==> config.mk <==
export PLATFORM = sky130hd
export DESIGN_NAME = busy_percentage_monitor_flat
export DESIGN_NICKNAME = d
export VERILOG_FILES = /design/src/rtl/bpm_pkg.sv /design/src/rtl/bpm_if.sv /design/src/rtl/busy_percentage_monitor.sv /design/src/rtl/bpm_ctrl.sv /design/src/rtl/bpm_dp.sv /design/src/flat_wrapper.sv
export SDC_FILE = /design/constraint.sdc
export NUM_CORES = 1
export LEC_CHECK = 0
export BUFFER_PORTS_ARGS = -buffer_cell sky130_fd_sc_hd__buf_2
export CAP_MARGIN = 20
export CORE_MARGIN = 2
export CORE_UTILIZATION = 30
export CTS_CLUSTER_DIAMETER = 120
export DETAILED_ROUTE_END_ITERATION = 16
export GPL_ROUTABILITY_DRIVEN = 0
export GPL_TIMING_DRIVEN = 0
export PLACE_DENSITY_LB_ADDON = 0.2
export RECOVER_POWER = 25
export SYNTH_ARGS = -nofsm -noshare
export SYNTH_HDL_FRONTEND = slang
export SYNTH_SLANG_ARGS = --single-unit
==> constraint.sdc <==
create_clock -name clk -period 6.8 [get_ports clk]
set_input_delay 0.68 -clock clk [delete_from_list [all_inputs] [get_ports clk]]
set_output_delay 0.68 -clock clk [all_outputs]
set_load 0.05 [all_outputs]
==> src/rtl/bpm_pkg.sv <==
`timescale 1ns / 1ps
// bpm_pkg: shared types, constants and helper functions for the busy percentage monitor.
// No dependencies; compiled first.
package bpm_pkg;

	// configuration reset value: ticks per measurement period
	localparam logic [7:0] TICKS_RESET = 8'd18;

	// quotient bits of the percentage divide (percent never exceeds 100 < 128)
	localparam int PCT_BITS  = 7;
	localparam int DIV_STEPS = PCT_BITS;
	localparam int STEP_BITS = $clog2(DIV_STEPS);

	localparam logic [PCT_BITS-1:0] PCT_FULL = 7'd100;

	// item kinds
	localparam logic KIND_TICK = 1'b0;
	localparam logic KIND_CALL = 1'b1;

	// exempt service-call codes: keyboard/console functions and get time
	localparam logic [7:0] CODE_CHAR_IN      = 8'h01;
	localparam logic [7:0] CODE_DIRECT_IO    = 8'h06;
	localparam logic [7:0] CODE_RAW_IN       = 8'h07;
	localparam logic [7:0] CODE_IN_NO_ECHO   = 8'h08;
	localparam logic [7:0] CODE_BUF_IN       = 8'h0A;
	localparam logic [7:0] CODE_IN_STATUS    = 8'h0B;
	localparam logic [7:0] CODE_FLUSH_IN     = 8'h0C;
	localparam logic [7:0] CODE_GET_TIME     = 8'h2C;

	typedef enum logic [1:0] {
		ST_IDLE,
		ST_LOAD,
		ST_DIV,
		ST_FINISH
	} bpm_state_t;

	// controller -> datapath
	typedef struct packed {
		logic                 take;     // input word accepted this cycle
		logic                 load;     // load dividend and clear quotient
		logic                 step;     // one restoring divide step
		logic [STEP_BITS-1:0] shift;    // quotient bit of this step
		logic                 publish;  // move result into output register
	} bpm_cmd_t;

	// datapath -> controller
	typedef struct packed {
		logic period_end;  // the offered word is a tick that closes the period
		logic out_free;    // output register can take a new word
	} bpm_status_t;

	function automatic logic code_is_exempt(input logic [7:0] code);
		logic ex;
		ex = 1'b0;
		case (code)
			CODE_CHAR_IN, CODE_DIRECT_IO, CODE_RAW_IN, CODE_IN_NO_ECHO,
			CODE_BUF_IN, CODE_IN_STATUS, CODE_FLUSH_IN, CODE_GET_TIME: ex = 1'b1;
			default: ex = 1'b0;
		endcase
		return ex;
	endfunction

	// tens digit of (percent mod 100), percent in 0..100
	function automatic logic [3:0] shown_tens_of(input logic [PCT_BITS-1:0] pct);
		logic [PCT_BITS-1:0] shown;
		logic [3:0]          tens;
		shown = (pct >= PCT_FULL) ? '0 : pct;
		tens  = 4'd0;
		for (int i = 1; i < 10; i++) begin
			if (shown >= PCT_BITS'(10 * i))
				tens = 4'(i);
		end
		return tens;
	endfunction

	// units digit of (percent mod 100)
	function automatic logic [3:0] shown_units_of(input logic [PCT_BITS-1:0] pct);
		logic [PCT_BITS-1:0] shown;
		logic [PCT_BITS-1:0] tens10;
		logic [PCT_BITS-1:0] units;
		shown  = (pct >= PCT_FULL) ? '0 : pct;
		tens10 = PCT_BITS'(shown_tens_of(pct)) * PCT_BITS'(10);
		units  = shown - tens10;
		return units[3:0];
	endfunction

endpackage

==> src/rtl/bpm_if.sv <==
`timescale 1ns / 1ps
// bpm_in_if / bpm_out_if: valid/ready channels for input and result words.
// No dependencies.
interface bpm_in_if;
	logic       valid;
	logic       ready;
	logic       func;
	logic [7:0] call_code;

	modport source (output valid, output func, output call_code, input ready);
	modport sink   (input valid, input func, input call_code, output ready);
endinterface

interface bpm_out_if;
	logic       valid;
	logic       ready;
	logic [6:0] percent_busy;
	logic [3:0] shown_tens;
	logic [3:0] shown_units;
	logic       busy_now;

	modport source (output valid, output percent_busy, output shown_tens,
	                output shown_units, output busy_now, input ready);
	modport sink   (input valid, input percent_busy, input shown_tens,
	                input shown_units, input busy_now, output ready);
endinterface

==> src/rtl/busy_percentage_monitor.sv <==
`timescale 1ns / 1ps
// busy_percentage_monitor: top level, joins controller and datapath.
// Depends on bpm_pkg, bpm_if, bpm_ctrl and bpm_dp.
//
// Usage:
//   in_ch carries one word per observed event: func 0 is a timer tick,
//   func 1 a service call with its code in call_code. A non-exempt call
//   marks the current period busy. After ticks_per_period ticks (one tick if 0) the period
//   closes and one result word leaves on out_ch: percent_busy, its two
//   shown digits (of percent mod 100) and busy_now for the closed period.
//   cfg_we/cfg_wdata write ticks_per_period (reset value 18).
// Timing:
//   Calls and ticks that do not close a period are accepted without a stall.
//   A period-closing tick holds in_ch.ready low through ST_LOAD (forms
//   100*busy), seven restoring divide steps in ST_DIV (one quotient bit
//   per step) and ST_FINISH, which loads the output register once out_ch
//   can take it; out_ch.valid rises when that load is registered.
// Reset and stall:
//   arst_n clears counters, flag and prescaler and drops out_ch.valid.
//   While a result waits on out_ch, new words are still accepted; only a
//   further period close waits in its final cycle until out_ch frees.
module busy_percentage_monitor #(
	parameter int COUNT_BITS = 32
) (
	input  logic        clk,
	input  logic        arst_n,
	bpm_in_if.sink      in_ch,
	bpm_out_if.source   out_ch,
	input  logic        cfg_we,
	input  logic [7:0]  cfg_wdata
);
	import bpm_pkg::*;

	bpm_cmd_t    cmd;
	bpm_status_t status;
	logic        in_ready;

	bpm_ctrl u_ctrl (
		.clk      (clk),
		.arst_n   (arst_n),
		.in_valid (in_ch.valid),
		.in_ready (in_ready),
		.status   (status),
		.cmd      (cmd)
	);

	bpm_dp #(
		.COUNT_BITS (COUNT_BITS)
	) u_dp (
		.clk          (clk),
		.arst_n       (arst_n),
		.cfg_we       (cfg_we),
		.cfg_wdata    (cfg_wdata),
		.func         (in_ch.func),
		.call_code    (in_ch.call_code),
		.cmd          (cmd),
		.status       (status),
		.out_valid    (out_ch.valid),
		.out_ready    (out_ch.ready),
		.percent_busy (out_ch.percent_busy),
		.shown_tens   (out_ch.shown_tens),
		.shown_units  (out_ch.shown_units),
		.busy_now     (out_ch.busy_now)
	);

	assign in_ch.ready = in_ready;

	// percentage never exceeds full scale
	assert property (@(posedge clk) disable iff (!arst_n)
		out_ch.valid |-> (out_ch.percent_busy <= PCT_FULL))
		else $error("percent_busy above 100");

	// shown digits agree with the percentage
	assert property (@(posedge clk) disable iff (!arst_n)
		out_ch.valid |-> ((out_ch.percent_busy == PCT_FULL) ?
			(out_ch.shown_tens == 4'd0 && out_ch.shown_units == 4'd0) :
			(PCT_BITS'(out_ch.shown_tens) * PCT_BITS'(10)
				+ PCT_BITS'(out_ch.shown_units) == out_ch.percent_busy)))
		else $error("shown digits do not match percent_busy");

	// a period close is never accepted while the divider is running
	assert property (@(posedge clk) disable iff (!arst_n)
		cmd.load |-> !in_ch.ready)
		else $error("input accepted during divide");

endmodule

==> src/rtl/bpm_ctrl.sv <==
`timescale 1ns / 1ps
// bpm_ctrl: sequencer for the period-end divide and result hand-off.
// Depends on bpm_pkg.
module bpm_ctrl (
	input  logic                  clk,
	input  logic                  arst_n,
	input  logic                  in_valid,
	output logic                  in_ready,
	input  bpm_pkg::bpm_status_t  status,
	output bpm_pkg::bpm_cmd_t     cmd
);
	import bpm_pkg::*;

	bpm_state_t           state_q, state_d;
	logic [STEP_BITS-1:0] step_q, step_d;

	// state and step counter
	always_ff @(posedge clk or negedge arst_n) begin
		if (!arst_n) begin
			state_q <= ST_IDLE;
			step_q  <= '0;
		end else begin
			state_q <= state_d;
			step_q  <= step_d;
		end
	end

	// next state and commands
	always_comb begin
		state_d     = state_q;
		step_d      = step_q;
		in_ready    = 1'b0;
		cmd         = '0;
		cmd.shift   = step_q;
		case (state_q)
			ST_IDLE: begin
				in_ready = 1'b1;
				cmd.take = in_valid;
				if (in_valid && status.period_end)
					state_d = ST_LOAD;
			end
			ST_LOAD: begin
				cmd.load = 1'b1;
				step_d   = STEP_BITS'(DIV_STEPS - 1);
				state_d  = ST_DIV;
			end
			ST_DIV: begin
				cmd.step = 1'b1;
				if (step_q == '0)
					state_d = ST_FINISH;
				else
					step_d = step_q - 1'b1;
			end
			ST_FINISH: begin
				// wait for the output register to free up
				if (status.out_free) begin
					cmd.publish = 1'b1;
					state_d     = ST_IDLE;
				end
			end
			default: state_d = ST_IDLE;
		endcase
	end

endmodule

==> src/rtl/bpm_dp.sv <==
`timescale 1ns / 1ps
// bpm_dp: counters, busy flag, restoring divider and output register.
// Depends on bpm_pkg; driven by bpm_ctrl commands.
module bpm_dp #(
	parameter int COUNT_BITS = 32
) (
	input  logic                       clk,
	input  logic                       arst_n,
	input  logic                       cfg_we,
	input  logic [7:0]                 cfg_wdata,
	input  logic                       func,
	input  logic [7:0]                 call_code,
	input  bpm_pkg::bpm_cmd_t          cmd,
	output bpm_pkg::bpm_status_t       status,
	output logic                       out_valid,
	input  logic                       out_ready,
	output logic [bpm_pkg::PCT_BITS-1:0] percent_busy,
	output logic [3:0]                 shown_tens,
	output logic [3:0]                 shown_units,
	output logic                       busy_now
);
	import bpm_pkg::*;

	localparam int REM_BITS = COUNT_BITS + PCT_BITS;

	logic [7:0]            ticks_per_period_q;
	logic [7:0]            tick_count_q;
	logic [COUNT_BITS-1:0] busy_periods_q;
	logic [COUNT_BITS-1:0] total_periods_q;
	logic                  busy_flag_q;
	logic                  last_busy_q;
	logic [REM_BITS-1:0]   rem_q;
	logic [PCT_BITS-1:0]   quot_q;
	logic                  out_valid_q;
	logic [PCT_BITS-1:0]   pct_out_q;
	logic [3:0]            tens_out_q;
	logic [3:0]            units_out_q;
	logic                  busy_out_q;

	logic [8:0]            tick_next;
	logic                  period_end;
	logic [REM_BITS-1:0]   busy_ext;
	logic [REM_BITS-1:0]   product;
	logic [REM_BITS-1:0]   trial;

	// period end test on the offered word
	assign tick_next  = {1'b0, tick_count_q} + 9'd1;
	assign period_end = (func == KIND_TICK) && (tick_next >= {1'b0, ticks_per_period_q});

	assign status.period_end = period_end;
	assign status.out_free   = !out_valid_q || out_ready;

	// 100 * busy as shift-and-add
	assign busy_ext = {{PCT_BITS{1'b0}}, busy_periods_q};
	assign product  = (busy_ext << 6) + (busy_ext << 5) + (busy_ext << 2);

	// divisor aligned to the current quotient bit
	assign trial = {{PCT_BITS{1'b0}}, total_periods_q} << cmd.shift;

	// configuration register
	always_ff @(posedge clk or negedge arst_n) begin
		if (!arst_n)
			ticks_per_period_q <= TICKS_RESET;
		else if (cfg_we)
			ticks_per_period_q <= cfg_wdata;
	end

	// prescaler, flag and saturating period counters
	always_ff @(posedge clk or negedge arst_n) begin
		if (!arst_n) begin
			tick_count_q    <= '0;
			busy_periods_q  <= '0;
			total_periods_q <= '0;
			busy_flag_q     <= 1'b0;
			last_busy_q     <= 1'b0;
		end else if (cmd.take) begin
			if (func == KIND_CALL) begin
				if (!code_is_exempt(call_code))
					busy_flag_q <= 1'b1;
			end else if (!period_end) begin
				tick_count_q <= tick_next[7:0];
			end else begin
				tick_count_q <= '0;
				busy_flag_q  <= 1'b0;
				last_busy_q  <= busy_flag_q;
				if (busy_flag_q && (busy_periods_q != '1))
					busy_periods_q <= busy_periods_q + 1'b1;
				if (total_periods_q != '1)
					total_periods_q <= total_periods_q + 1'b1;
			end
		end
	end

	// restoring divide, one quotient bit per step
	always_ff @(posedge clk) begin
		if (cmd.load) begin
			rem_q  <= product;
			quot_q <= '0;
		end else if (cmd.step) begin
			if (rem_q >= trial) begin
				rem_q              <= rem_q - trial;
				quot_q[cmd.shift]  <= 1'b1;
			end
		end
	end

	// output register
	always_ff @(posedge clk or negedge arst_n) begin
		if (!arst_n)
			out_valid_q <= 1'b0;
		else if (cmd.publish)
			out_valid_q <= 1'b1;
		else if (out_ready)
			out_valid_q <= 1'b0;
	end

	always_ff @(posedge clk) begin
		if (cmd.publish) begin
			pct_out_q   <= quot_q;
			tens_out_q  <= shown_tens_of(quot_q);
			units_out_q <= shown_units_of(quot_q);
			busy_out_q  <= last_busy_q;
		end
	end

	assign out_valid    = out_valid_q;
	assign percent_busy = pct_out_q;
	assign shown_tens   = tens_out_q;
	assign shown_units  = units_out_q;
	assign busy_now     = busy_out_q;

endmodule

==> src/flat_wrapper.sv <==
// flat-port wrapper written by rule: the top's interface ports become plain ports
module busy_percentage_monitor_flat import bpm_pkg::*;
#(
	parameter int COUNT_BITS = 32
)
  (clk, arst_n, cfg_we, cfg_wdata, in_ch_valid, in_ch_func, in_ch_call_code, in_ch_ready, out_ch_valid, out_ch_percent_busy, out_ch_shown_tens, out_ch_shown_units, out_ch_busy_now, out_ch_ready);
  bpm_in_if in_ch_i ();
  bpm_out_if out_ch_i ();
  input  logic clk;
  input  logic arst_n;
  input  logic cfg_we;
  input  logic [7:0] cfg_wdata;
  input wire logic [$bits(in_ch_i.valid)-1:0] in_ch_valid;
  input wire logic [$bits(in_ch_i.func)-1:0] in_ch_func;
  input wire logic [$bits(in_ch_i.call_code)-1:0] in_ch_call_code;
  output wire logic [$bits(in_ch_i.ready)-1:0] in_ch_ready;
  output wire logic [$bits(out_ch_i.valid)-1:0] out_ch_valid;
  output wire logic [$bits(out_ch_i.percent_busy)-1:0] out_ch_percent_busy;
  output wire logic [$bits(out_ch_i.shown_tens)-1:0] out_ch_shown_tens;
  output wire logic [$bits(out_ch_i.shown_units)-1:0] out_ch_shown_units;
  output wire logic [$bits(out_ch_i.busy_now)-1:0] out_ch_busy_now;
  input wire logic [$bits(out_ch_i.ready)-1:0] out_ch_ready;
  assign in_ch_i.valid = in_ch_valid;
  assign in_ch_i.func = in_ch_func;
  assign in_ch_i.call_code = in_ch_call_code;
  assign in_ch_ready = in_ch_i.ready;
  assign out_ch_valid = out_ch_i.valid;
  assign out_ch_percent_busy = out_ch_i.percent_busy;
  assign out_ch_shown_tens = out_ch_i.shown_tens;
  assign out_ch_shown_units = out_ch_i.shown_units;
  assign out_ch_busy_now = out_ch_i.busy_now;
  assign out_ch_i.ready = out_ch_ready;
  busy_percentage_monitor #(.COUNT_BITS(COUNT_BITS)) u_core (.clk(clk), .arst_n(arst_n), .in_ch(in_ch_i), .out_ch(out_ch_i), .cfg_we(cfg_we), .cfg_wdata(cfg_wdata));
endmodule
Yosys cells after proc, flatten, opt, wreduce, memory -nomap -nowiden
Cells that the tools add are included.

word-level totals
  memories kept = 0
  logic and storage cells = 119
  bits in writable memories = 0
  ROM bits = 0
  input port bits = 22
  register bits after elaboration = 150
  output and inout bits = 18
  bits in latches = 0

operators by class
  order comparisons = 14
  mux-type cells = 37
  reductions and logical operators = 23
  $mul = 1
  add/sub/neg operators = 8
  bitwise logic cells = 2
  shift-type cells = 1
  equal/unequal tests = 18
  div/mod/pow operators = 0

operator list
  operator               number
  $mux 39                3
  $add 32x1->32 const B  2
  $ne 32x32->1 const B   2
  $add 38x37->39         1
  $add 39x34->39         1
  $ge 39x39->1           1
  $shl 32x3->39          1
  $sub 39x39->39         1
  $mux 4                 9
  $eq 8x4->1 const B     4
  $ge 7x7->1 const B     4
  $ge 7x6->1 const B     3
  $eq 8x3->1 const B     2
  $mux 1                 16
  $ge 7x5->1 const B     2
  $reduce_bool 2->1      5
  $add 8x1->9 const B    1
  $ge 9x8->1             1
  $reduce_and 3->1       3
  $eq 8x1->1 const B     1
  $eq 8x6->1 const B     1
  $mux 8                 1
  $ne 2x2->1 const B     4
  $pmux 2 s4             1
  24 further kinds       34

Longest topological paths before layout
  word-level depth = 15
  mapped depth = 17
  gate-level depth less buffers = 15

Modules after synthesis
Synthesis repeated with hierarchy kept, for this count alone.

second synthesis, totals
  cell total of the unflattened synthesis = 1288
  area, all modules = 12522.0 sq um

modules (own cells, without submodules)
  module    area an instance (sq um)  sequential area each (sq um)  cells an instance  times used
  bpm_dp    12147.9                   3871.2                        1252               1
  bpm_ctrl  374.1                     125.1                         36                 1

Worst setup path after synthesis
No wires, ideal clock.

  path type = register -> register
  start point = register u_core.u_ctrl.step_q[1]
  end point = register u_core.u_dp.rem_q[0], enable pin
  data required time = 6.397 ns
  arrival = 4.385 ns
  path buffers = 2
  library setup time = 0.403 ns
  clock period less this slack = 4.788 ns
  path slack = 2.012 ns
  cell stages (with the launch flop) = 14
  cells stage by stage = dfrtp_1 clkbuf_1 buf_1 mux4_2 mux2i_1 ha_1 and2_1 nand2_1 a211oi_1 a21oi_1 nand4b_1 and3_1 nor3b_1 o31a_1

between the ends
  cells in the longest elaborated chain, start to end = 4

RTL lines
  element                      RTL line        source
  start, declared              bpm_ctrl.sv:15  logic [STEP_BITS-1:0] step_q, step_d;
  start signal, assigned       bpm_ctrl.sv:24  step_q <= step_d;
  $shl 32x3->39                bpm_dp.sv:58    assign trial = {{PCT_BITS{1'b0}}, total_periods_q} << cmd.shift;
  $ge 39x39->1                 bpm_dp.sv:100   if (rem_q >= trial) begin
  $reduce_bool 2->1 (no line)  -
  $reduce_and 2->1 (no line)   -
  end signal, assigned         bpm_dp.sv:97    rem_q <= product;
  end signal, assigned         bpm_dp.sv:101   rem_q <= rem_q - trial;
  end, declared                bpm_dp.sv:32    logic [REM_BITS-1:0] rem_q;

No other way between the ends.
A chain may end at the register's enable or synchronous reset.

Worst setup path in the final report
  start point = register u_core.u_ctrl.step_q[1]
  end point = register u_core.u_dp.rem_q[11], enable pin

Same word-level chain as after synthesis.

==> metrics <==
Post-Syn Area=12500 um^2; DR vias=9591; share of the synthesized area in the top cell type=17.3%; die area=43200 um^2; Critical Path AT=5.60 ns; FILL cells=4245; Synth cell types=81; CTS tree=built; initial cell density of the core=30.5%; Root Buffer=clkbuf_16; Synth area leader=dfrtp_1; Routed Antenna Nets=0; sequential share of the synthesized area=32.1%; cell with the most instances after synthesis=ha_1; Final Cell Area=14000 um^2; vias in the first global route=9569; IO Port Bufs=39; Row Count=74; Power Density=415 nW/um^2; largest cells by area after synthesis=dfrtp_1 (17%), edfxtp_1 (13%), ha_1 (12%); Routed WL=31800 um; final net count=1513; Worst Hold Class=flop to flop; area grow syn2layout=12.0%; RSZ-0062 raised after global routing=false; Final period util=80.1%; dpl hpwl=25000 um; Clock Sinks=150; # IOs=40; WP data required=6.95 ns; share of flip-flops with an asynchronous set or reset=58.7%; core region area=40900 um^2; Worst setup SP type=flop; Iter 0 DRT Violations=576; DR vias/cell=5.09; minimum clock period after layout=5.45 ns; DP Area=13400 um^2; Slew headroom=-132%; Maximum Capacitance Violations=2; multi-input logic area=8090 um^2; Synth Flop Type=dfrtp_1; initial antenna violation count=0; wire per inst=16.9 um; crit path max fanout=22; status=finished, violations left; Fin. Hold Viols=0; Worst-Margin Slew=3.48 ns; DRC errors left=0; cell total after placement=1853; Post-CTS Hold Fix Bufs=0; final std cells w/o fill=1885; Synthesis Warnings=0; critical path capture point type=flop; CTS clk-pin slew, worst paths=0.07 ns; largest net degree at the start of global routing=59; post_cts resized=0; Total GRT Usage=15.0%; grt total ovfl=0; Seq cells post-synth=150; first-pass GRT wire length=51800 um; Setup CP Type=flop to flop; VDD IR-drop max=0.219 mV; # setup viols final=0; setup repair bufs after CTS=0; Max Clock Skew=0.0112 ns; f_max=184 MHz; Die Span X=208 um; post-synthesis net count=1452; n_diodes=0; Max clock buf depth=2; Clock Latency Late Sink=0.45 ns; failing checks=max-capacitance violations, max-slew violations; Post-synth top cells=ha_1 (120), nand2_1 (116), a21oi_1 (90), xnor2_1 (89), dfrtp_1 (86); DR pass1 iterations=5; Sequential Area=4000 um^2; final setup TNS=0 ns; Post-Syn Instances=1279; H-tree levels=4; layout cells sized above 1=8.87%; Post-synth EDFFs=55; number of CTS-inserted buffers=17; Die H=208 um; Avg Cell Area, Syn=9.74 um^2; total power=5.80 mW; P_leak=6.12 nW; Final Max Tran Viols=91
## placed cells by master (no fill, tap or decap), types with 4 or more instances in the layout
master / count
a211oi_1: 6
a21o_1: 31
a21oi_1: 90
a31oi_1: 10
and2_1: 8
and3_1: 17
buf_1: 8
buf_2: 38
clkbuf_1: 39
clkbuf_16: 18
clkbuf_8: 4
dfrtp_1: 86
dfxtp_1: 7
edfxtp_1: 55
fa_1: 31
ha_1: 120
inv_1: 51
mux2_2: 5
mux2i_1: 43
mux4_2: 23
nand2_1: 116
nand2b_1: 13
nand3_1: 44
nand4_1: 32
nor2_1: 58
nor2b_1: 17
nor3_1: 25
nor4_1: 8
o211ai_1: 10
o21a_1: 9
o21ai_0: 78
o21bai_1: 12
o22ai_1: 4
o31ai_1: 9
or2_2: 4
or3_1: 8
xnor2_1: 89
xor2_1: 43
## cell families after synthesis
| kind of cell | count (synthesis) | synth area share (%) |
|---|---|---|
| flops | 150 | 32.1 |
| xor+xnor | 132 | 9.28 |
| compound gates | 301 | 15.1 |
| buf+inv | 96 | 3.09 |
| fa+ha+maj | 152 | 17.1 |
| mux | 71 | 8.06 |
| simple gates | 377 | 15.3 |
## flip-flops by register name (all words and copies together) (netlist names), 3 cells and up
signal                          flops
u_core.u_dp.busy_periods_q         32
u_core.u_dp.quot_q                  7
u_core.u_ctrl.step_q                3
u_core.u_dp.total_periods_q        32
u_core.u_dp.rem_q                  39
u_core.u_dp.shown_units             4
u_core.u_dp.percent_busy            7
u_core.u_dp.shown_tens              4
u_core.u_dp.ticks_per_period_q      8
u_core.u_dp.tick_count_q            8
## metrics by stage
step                      setup slack, ns  utilization, %  hold WS [ns]
final                                1.35            34.1         0.433
after global routing                0.954            34.1         0.436
after CTS                            1.31            34.2         0.182
after detailed placement             1.32            32.8         0.415
after global placement              0.424            32.6         0.415
after floorplan                      2.01               -         0.384
## layer usage
layer	track usage, %	up-vias	routed length, um
met3	2.78	38	1020
li1	-	4817	-
met1	20.8	4544	15600
met4	4.18	0	590
met5	0	-	0
met2	24.0	192	14600
## final timing paths
path	start	endpoint	slack, ns	depth (start not counted)
worst max-delay path	u_core.u_ctrl.step_q[1]	u_core.u_dp.rem_q[11]	1.35	14
worst min-delay path	u_core.u_dp.quot_q[5]	u_core.u_dp.percent_busy[5]	0.43	0
worst max register to register	u_core.u_ctrl.step_q[1]	u_core.u_dp.rem_q[11]	1.35	14
worst min register to register	u_core.u_dp.quot_q[5]	u_core.u_dp.percent_busy[5]	0.43	0
max in group asynchronous	arst_n	u_core.u_dp.ticks_per_period_q[3]	2.04	2
min in group asynchronous	arst_n	u_core.u_dp.total_periods_q[2]	0.69	1
## critical path, stage by stage (launching register included)
cell and delay (ns):
dfrtp_1 0.32, clkbuf_1 0.35, buf_1 0.61, mux4_2 0.64, mux2i_1 0.26, ha_1 0.24
a21o_1 0.15, nor4_1 0.05, a31oi_1 0.38, a21oi_1 0.24, nand4b_1 0.24, and3_1 0.24
nor3b_1 0.58, o31a_2 0.62, buf_16 0.24
## layout make-up
class                   instances  area share, %
clock inverters                 9          0.645
inverters                      51           1.37
well taps                     532           4.77
repair buffers                 42           1.80
clock buffers                  23           3.50
flip-flops and latches        150           28.6
multi-input cells            1033           57.9
plain buffers                  45           1.39
## power by group
group	internal (mW)	switching, mW	leakage [nW]	total [mW]
Combinational	1.30	2.07	4.08	3.37
Sequential	1.36	0.111	1.75	1.48
Clock	0.548	0.405	0.288	0.953
No activity file was read; power rests on OpenSTA's default activity.
